==> config.mk <==
export PLATFORM = sky130hd
export DESIGN_NAME = hll_queue
export DESIGN_NICKNAME = d
export VERILOG_FILES = /design/src/hdl/hll_pkg.sv /design/src/hdl/hll_queue.sv
export SDC_FILE = /design/constraint.sdc
export NUM_CORES = 1
export LEC_CHECK = 0
export BUFFER_PORTS_ARGS = -buffer_cell sky130_fd_sc_hd__buf_2
export CORE_MARGIN = 8
export CORE_UTILIZATION = 51
export DETAILED_ROUTE_END_ITERATION = 8
export PLACE_DENSITY_LB_ADDON = 0.1
export SYNTH_ARGS = -nofsm -noshare
export SYNTH_HDL_FRONTEND = slang
export SYNTH_SLANG_ARGS = --single-unit
==> constraint.sdc <==
create_clock -name clk -period 1.82 [get_ports clk]
set_clock_uncertainty 0.2 [all_clocks]
set_input_delay 0.091 -clock clk [delete_from_list [all_inputs] [get_ports clk]]
set_output_delay 0.091 -clock clk [all_outputs]
set_load 0.02 [all_outputs]
==> src/hdl/hll_pkg.sv <==
// shared types, constants and helpers of the hyperloglog sketch
package hll_pkg;

	localparam int MAX_PRECISION = 16;
	localparam int MIN_PRECISION = 4;
	localparam int IDX_W         = MAX_PRECISION;
	localparam int DEPTH         = 1 << MAX_PRECISION;
	localparam int RANK_W        = 6;
	localparam int FRAC_BITS     = 47;
	localparam int PREC_W        = 5;
	localparam int ZCNT_W        = MAX_PRECISION + 1;
	localparam int QUEUE_DEPTH   = 4;
	localparam int QPTR_W        = $clog2(QUEUE_DEPTH);

	localparam logic [PREC_W-1:0] PREC_RESET = PREC_W'(14);

	localparam logic [1:0] KIND_ADD   = 2'd0;
	localparam logic [1:0] KIND_CLEAR = 2'd1;
	localparam logic [1:0] KIND_SUM   = 2'd2;
	localparam logic [1:0] KIND_NONE  = 2'd3;

	localparam logic [63:0] HASH_C0 = 64'h9e3779b97f4a7c15;
	localparam logic [63:0] HASH_C1 = 64'hbf58476d1ce4e5b9;
	localparam logic [63:0] HASH_C2 = 64'h94d049bb133111eb;
	localparam int HASH_S1 = 30;
	localparam int HASH_S2 = 27;
	localparam int HASH_S3 = 31;

	typedef struct packed {
		logic [1:0]  kind;
		logic [63:0] value;
	} item_t;

	typedef struct packed {
		logic [63:0]       inv_rank_sum;
		logic [ZCNT_W-1:0] zero_count;
	} result_t;

	typedef struct packed {
		logic [1:0]        kind;
		logic [IDX_W-1:0]  idx;
		logic [RANK_W-1:0] rank;
	} op_t;

	function automatic logic [PREC_W-1:0] eff_prec(input logic [PREC_W-1:0] p);
		logic [PREC_W-1:0] r;
		r = p;
		if (p < PREC_W'(MIN_PRECISION)) r = PREC_W'(MIN_PRECISION);
		if (p > PREC_W'(MAX_PRECISION)) r = PREC_W'(MAX_PRECISION);
		return r;
	endfunction

	function automatic logic [IDX_W-1:0] last_index(input logic [PREC_W-1:0] p);
		logic [IDX_W:0] n;
		n = (IDX_W+1)'(1) << p;
		return IDX_W'(n - (IDX_W+1)'(1));
	endfunction

endpackage

==> src/hdl/hll_queue.sv <==
// small queue of classified items between front and back
module hll_queue (
	input  logic         clk,
	input  logic         arst_n,
	input  logic         push,
	input  hll_pkg::op_t push_op,
	output logic         full,
	input  logic         pop,
	output hll_pkg::op_t head,
	output logic         head_valid
);
	import hll_pkg::*;

	op_t               slots_q [QUEUE_DEPTH];
	logic [QPTR_W-1:0] wr_ptr_q, rd_ptr_q;
	logic [QPTR_W:0]   count_q;

	assign full       = count_q == (QPTR_W+1)'(QUEUE_DEPTH);
	assign head_valid = count_q != '0;
	assign head       = slots_q[rd_ptr_q];

	always_ff @(posedge clk or negedge arst_n) begin
		if (!arst_n) begin
			wr_ptr_q <= '0;
			rd_ptr_q <= '0;
			count_q  <= '0;
		end else begin
			if (push) wr_ptr_q <= wr_ptr_q + QPTR_W'(1);
			if (pop) rd_ptr_q <= rd_ptr_q + QPTR_W'(1);
			if (push && !pop) count_q <= count_q + (QPTR_W+1)'(1);
			else if (pop && !push) count_q <= count_q - (QPTR_W+1)'(1);
		end
	end

	always_ff @(posedge clk) begin
		if (push) slots_q[wr_ptr_q] <= push_op;
	end

endmodule

==> results of run 1 <==
## registers in the layout (all words and copies together) (netlist names)
name	count
count_q	3
rd_ptr_q	2
slots_q	96
wr_ptr_q	2
## power breakdown
group          switching (W)  leakage [nW]  internal (W)  total [W]
Sequential          0.000166         0.963       0.00311    0.00328
Clock               0.000770        0.0858      0.000513    0.00128
Combinational        0.00140         0.714       0.00126    0.00266
## worst max-delay path by stage
stage | depth (start not counted) | startpoint | slack, ps | to
6_report | 3 | rd_ptr_q[0] | -140 | head[1]
2_1_floorplan | 3 | wr_ptr_q[0] | 6 | slots_q[0][0]
4_1_cts | 3 | rd_ptr_q[0] | -180 | head[1]
5_1_grt | 3 | rd_ptr_q[0] | -220 | head[1]
3_3_place_gp | 3 | rd_ptr_q[0] | 240 | head[19]
3_5_place_dp | 8 | pop | 150 | count_q[2]
## metrics by stage
stage | TNS, ps | instances | instance area [um^2] | hold slack, ps
2_1_floorplan | 0 | 160 | 3900 | -405
3_3_place_gp | 0 | 321 | 4370 | -266
3_5_place_dp | 0 | 321 | 4370 | -254
4_1_cts | -3550 | 368 | 4870 | 266
5_1_grt | -4430 | 368 | 4910 | 274
6_report | -2730 | 368 | 4910 | 285
## area by class of cell
cell class / count / area [um^2] / area share
clock inverters: 7 / 56.3 / 0.0115
multi-input cells: 47 / 779 / 0.159
flip-flops and latches: 103 / 3060 / 0.624
inverters: 4 / 15.0 / 0.00306
repair buffers: 96 / 744 / 0.152
well taps: 102 / 128 / 0.0260
clock buffers: 9 / 124 / 0.0252
## cell families (layout without fill, tap and decap cells)
group	after synthesis	in the layout	synth area share
compound gates	1	1	0.00128
flops	103	103	0.783
xor+xnor	6	6	0.0135
buf+inv	10	116	0.0208
fa+ha+maj	6	6	0.0212
simple gates	9	9	0.0128
mux	25	25	0.147
## routing by layer
metal,GRT usage,vias to the layer above
met5,0,-
met4,0.0567,0
met3,0.0388,9
met2,0.236,46
met1,0.154,959
li1,-,864
## cell usage in the layout (no fill, tap or decap), types with 2 or more instances in the layout
cell / instances
edfxtp_1: 96
buf_2: 48
dlygate4sd3_1: 30
mux4_2: 18
clkbuf_8: 9
buf_4: 9
mux4_1: 6
dfrtp_1: 6
buf_6: 5
and2_1: 4
xor2_1: 4
ha_1: 4
buf_12: 4
inv_1: 3
xnor2_1: 2
nand2_1: 2
inv_6: 2
clkinvlp_4: 2
## timing repair
| item | CTS | global route |
|---|---|---|
| gates resized for setup | 2 | 12 |
| endpoints found under the hold margin | 107 | 0 |
| buffers inserted | 1 | 0 |
| setup endpoints to repair | 24 | 25 |
| pin swaps | 0 | 2 |
| hold buffers | 30 | 0 |
==> summary.md, run 1 <==
| Metric | Value |
|---|---|
| Outcome | complete, but fails checks |
| Violations in the final reports | setup timing |
| Dpl ws | about 150 ps |
| CTS H-tree depth | 3 |
| Netlist area before placement | 3900 um^2 |
| Total power per unit cell area | roughly 1500 nW/um^2 |
| R2R Setup Slk | 220 ps |
| M1 wire length | 2720 um |
| Total power after layout | 0.00722 W |
| Count of buffer and inverter cells on the critical path | 2 |
| Worst R2R Path Depth | 4 |
| Fraction of final layout cells sized beyond drive strength 1 | 0.391 |
| Final worst path period share | 1.08 |
| Worst Hold Launch | push_op[11] |
| Die Y-Extent | 103 um |
| Placer Congestion | 0.662 |
| Number of distinct library cells after synthesis | 19 |
| Path type of the worst setup path | reg2out |
| Die Footprint | 10700 um^2 |
| Reported max-cap violation count | 0 |
| Starting DRC count in detailed routing | 46 |
| Most numerous cell in the Yosys netlist | edfxtp_1 |
| Leading area contributor after synthesis | edfxtp_1 |
| Number of warnings reported in the yosys synthesis log | 0 |
| Count of buffers from port buffering | 53 |
| Critical Path RT | ~1500 ps |
| Count of flip-flops with a built-in enable after synthesis | 96 |
| Hold/Removal Path Class | in2reg |
| Number of global-route vias before repair | 2100 |
| Pin count of the biggest net entering global routing | 19 |
| TritonCTS clock tree | done |
| Hold Violations, Final | 0 |
| Initial antenna violation count | 0 |
| Width of the chip | 103 um |
| FFs w/ async S/R, synth | 0.0680 |
| Seq/Total Area, Yosys | 0.783 |
| Number of antenna repair diodes | 0 |
| CP max-delay cell | mux4_2 |
| RSZ-0062 raised after global routing | yes |
| Clock insertion delay at the later pin of the skew report | 360 ps |
| Overall routed net length | 6670 um |
| Least-Margin Pin Slew | roughly 370 ps |
| Setup Viol. Count Final | 24 |
| Crit-path cells | buf_12, mux4_2, buf_2 |
| Average cell area after synthesis | 24.4 um^2 |
| End of the worst register-to-register path | count_q[2] |
| Most frequent cells after synthesis | edfxtp_1, mux4_2, dfrtp_1 |
| Setup slack after layout | -144 ps |
| Register bit total from synthesis | between 100 and 150 |
| Family with the most delay on the worst path | multiplexers |
| Placement row count | 32 |
| Inserted Clock Buffers | 9 |
| Clock period minus final worst setup slack | 1960 ps |
| Number of pins with negative max-slew slack in the final report | 0 |
| Area share of the leading cell type in the synthesized netlist | 0.738 |
| Layout filler cell count | roughly 500 |
| Worst flop-to-flop path startpoint | count_q[0] |
| Hold Path Cell Cnt | 2 |
| Critical path endpoint category | output pin |
| HPWL after DPL | roughly 4500 um |
| Detail Route met2 WL | 3520 um |
| Combined global-route utilization of all metal layers | 0.136 |
| DRC | 0 |
| Via-to-Cell Ratio | 5.10 |
| Layout overhead on the synthesized area | 25.7% |
| Buffer levels on the longest clock path | 2 |
| Area contributors post-synth | edfxtp_1, mux4_2, dfrtp_1 |
| Post-detailed-route count of antenna-violating nets | 0 |
| Maximum fanout count along the critical path | 15 |
| Tightest slew margin relative to the limit | 0.751 |
| Crit start category | flop |
| Via count | around 1900 |
| Min-Delay Endpoint | slots_q[0][11] |
| Number of sinks handled by clock tree synthesis | 103 |
| Clock transition at the registers of the reported paths | 90 ps |
| Starting Density | 0.516 |
| Max Clock Freq | 509 MHz |
| First-pass DRT Iterations | 5 |
| Synthesized instance count | 160 |
| Root buffer selected by CTS | clkbuf_8 |
| Dominant synthesized flop cell | edfxtp_1 |
| Maximum ir drop on the vdd rail | ~0.83 mV |
| Top Ports | 54 |
| Wire length of the first global-routing pass | between 10000 and 15000 um |
| Static Leak | 1.76 nW |
| Met3 routed wirelength | 331 um |
| NumNets Final | 295 |
| Highest signal layer in the routed design | met4 |
| Congestion Overflow GR | 0 |
| Arrival time reported for the critical path endpoint | 1670 ps |
| Syn nets | ~190 |
| Per-cell routed wire length | 18.1 um |
| Layout Utilization | 0.648 |
| Delay of the slowest cell on the worst path | 530 ps |
| Area of the placeable core | 7570 um^2 |
(Power assumes the default switching activity.)
==> run 2: changes to the inputs <==
- CAP_MARGIN: not set -> 30
- CORE_UTILIZATION: 51 -> 56
- clock period: 1.82 -> 2.15 ns (I/O delays scaled with it)
==> run 2 against run 1 <==
Compared with the run above: the flow now finishes without violations; final area shrank 2.5%; combinational power shrank 22%; sequential power shrank 16%; worst hold slack gained 2.0 ps; global-route usage grew 0.71 points; register-to-register slack gained 310 ps; routed wire length shrank 1.1%; count of clock-buffer cells in the layout is the same; utilization grew 6.0 points; worst setup slack gained 260 ps; total power shrank 16%; clock power shrank 3%.
==> summary.md, run 2 (synthesis results as in run 1) <==
| Metric | Value |
|---|---|
| Outcome | completed |
| Clock transition at the registers of the reported paths | 100 ps (about the same) |
| Max Clock Freq | 491 MHz |
| Worst R2R Path Depth | 4 (unchanged) |
| RSZ-0062 raised after global routing | no |
| Starting Density | 0.578 (+0.0619) |
| Clock insertion delay at the later pin of the skew report | 350 ps (about the same) |
| Via-to-Cell Ratio | 5.40 (+5.8%) |
| HPWL after DPL | 4310 um (-3.7%) |
| Clock network fraction of total power | 0.204 (+0.026) |
| Total power per unit cell area | 1270 nW/um^2 (-14%) |
| Wire length of the first global-routing pass | 10600 um (+1.3%) |
| Number of pins with negative max-slew slack in the final report | 0 (unchanged) |
| First-pass DRT Iterations | 4 (-1) |
| Setup bufs post-CTS | 0 (-1) |
| Pin count of the biggest net entering global routing | 20 (+1) |
| Hold Path Cell Cnt | 1 (-1) |
| Tightest slew margin relative to the limit | 0.768 (+0.0176) |
| Post-detailed-route count of antenna-violating nets | 0 (unchanged) |
| Crit-path cells | buf_4, mux4_2, buf_2 |
| Flip-flop count of the largest register after layout | 96 (unchanged) |
| Fraction of final layout cells sized beyond drive strength 1 | 0.384 (-0.00695) |
| Count of cells resized by post-cts repair | 0 (-2) |
| DRC | 0 (unchanged) |
| Number of global-route vias before repair | 2073 (-1.3%) |
| Part of the power in registers | 0.456 (+0.002) |
| Comb pwr share | 0.341 (-0.028) |
| Maximum fanout count along the critical path | 13 (-2) |
| Critical Path RT | 1840 ps (+310 ps) |
| Layout overhead on the synthesized area | 22.6% |
| Clock period minus final worst setup slack | 2040 ps |
| Die Y-Extent | 99.5 um (-3.9%) |
| Placer Congestion | 0.657 (-0.71%) |
| Most frequent standard cell in the layout excluding fill and tap cells | edfxtp_1 |
| Root buffer selected by CTS | clkbuf_8 |
| Placement row count | 30 (-6.3%) |
| Overall routed net length | 6590 um (-1.1%) |
| Hold/Removal Path Class | reg2reg |
| Post-route setup TNS | 0 ps (+2730 ps) |
| Register name with the most flops | slots_q |
| Count of buffers from port buffering | 53 (unchanged) |
| Inserted Clock Buffers | 9 (unchanged) |
| Via count | 1852 (-1.4%) |
| Setup Viol. Count Final | 0 (-100%) |
| Hold Violations, Final | 0 (unchanged) |
| Post-route worst hold slack | 287 ps (+2.01 ps) |
| Starting DRC count in detailed routing | 63 (+37%) |
| Maximum ir drop on the vdd rail | 0.590 mV (-29%) |
| NumNets Final | 292 (-1.0%) |
| Sw Share | 0.324 (+0.000715) |
| Arrival time reported for the critical path endpoint | 1730 ps (+60 ps) |
| Least-Margin Pin Slew | 347 ps (-26.4 ps) |
| Final worst path period share | 0.947 |
| Net switching power of the design | 0.00197 W (-16%) |
| Reported max-cap violation count | 0 (unchanged) |
| CTS H-tree depth | 3 (unchanged) |
| TritonCTS clock tree | done |
| Largest registers | slots_q x96, count_q x3 |
| Crit start category | flop |
| Area of the placeable core | 6760 um^2 (-11%) |
| Buffer levels on the longest clock path | 2 (unchanged) |
| Initial antenna violation count | 0 (unchanged) |
| CP max-delay cell | mux4_2 |
| Number of antenna repair diodes | 0 (unchanged) |
| Combined global-route utilization of all metal layers | 0.143 (+0.00710) |
| Critical path endpoint category | output pin |
| Congestion Overflow GR | 0 (unchanged) |
| Delay of the slowest cell on the worst path | 560 ps (+30 ps) |
| Number of sinks handled by clock tree synthesis | 103 (unchanged) |
| Path type of the worst setup path | reg2out |
| Per-cell routed wire length | 19.2 um (+6.1%) |
| Top Ports | 54 (unchanged) |
| Static Leak | 1.74 nW (-1.1%) |
| Width of the chip | 99.5 um (-3.9%) |
| Die Footprint | 9900 um^2 (-7.6%) |
| Top library cells by usage in the layout, fill and taps aside | edfxtp_1, buf_2, dlygate4sd3_1 |
| Total internal power | 0.00410 W (-16%) |
[run 2: cell types whose count changed in the layout (fill, tap and decap cells not counted), moves of 2 or more]
cell | before | now
dlygate4sd3_1 | 30 | 28
buf_12 | 4 | 0
buf_2 | 48 | 53
buf_4 | 9 | 12
buf_6 | 5 | 0
[run 2: critical path, delay by kind of cell, from the launching register on]
| kind | cells | cell delay [ps] |
|---|---|---|
| multiplexers | 1 | 560 |
| buffers and inverters | 2 | 450 |
| flip-flops | 1 | 370 |
[run 2: cell type report]
cell class                 count  area (um^2)
sequential                   103         3060
fill                         424         1970
clock inverter                 7         86.3
inverter                       4         15.0
multi-input combinational     47          764
timing repair buffer          93          636
clock buffer                   9          124
tap                           80          100
[run 2: per-stage QoR]
stage | std cells | setup slack (ps) | total power, W | instance area, um^2 | utilization
4_1_cts | 343 | 75.4 | 0.00613 | 4780 | 0.708
3_3_place_gp | 299 | 495 | 0.00479 | 4290 | 0.636
2_1_floorplan | 160 | 336 | 0.00428 | 3900 | -
5_1_grt | 343 | 29.5 | 0.00637 | 4780 | 0.708
6_report | 343 | 114 | 0.00607 | 4780 | 0.708
3_5_place_dp | 299 | 484 | 0.00487 | 4290 | 0.636
[run 2: what timing repair did]
item,4_1_cts,5_1_grt
endpoints found under the setup margin,0,0
endpoints found under the hold margin,107,0
hold buffers,28,0
[run 2: metal layers]
metal,vias to the layer above,part of all wire,track usage
met5,-,0,0
met4,0,0.013,0.0675
met3,11,0.037,0.0335
met2,46,0.52,0.240
met1,937,0.43,0.171
li1,858,-,-
[run 2: worst paths after layout]
| path | slack, ps | from | endpoint |
|---|---|---|---|
| worst max-delay path | 110 | rd_ptr_q[0] | head[8] |
| worst min-delay path | 290 | count_q[2] | count_q[2] |
| worst max register to register | 530 | count_q[0] | count_q[2] |
| worst min register to register | 290 | count_q[2] | count_q[2] |
| max in group asynchronous | 960 | arst_n | rd_ptr_q[0] |
| min in group asynchronous | 520 | arst_n | wr_ptr_q[1] |
[run 2: power groups by stage]
stage	logic (W)	registers (W)	clock network [W]
floorplan	0.00151	0.00277	0
global placement	0.00201	0.00278	0
detailed placement	0.00206	0.00282	0
CTS	0.00211	0.00277	0.00125
global route	0.00223	0.00280	0.00133
finish	0.00207	0.00276	0.00124
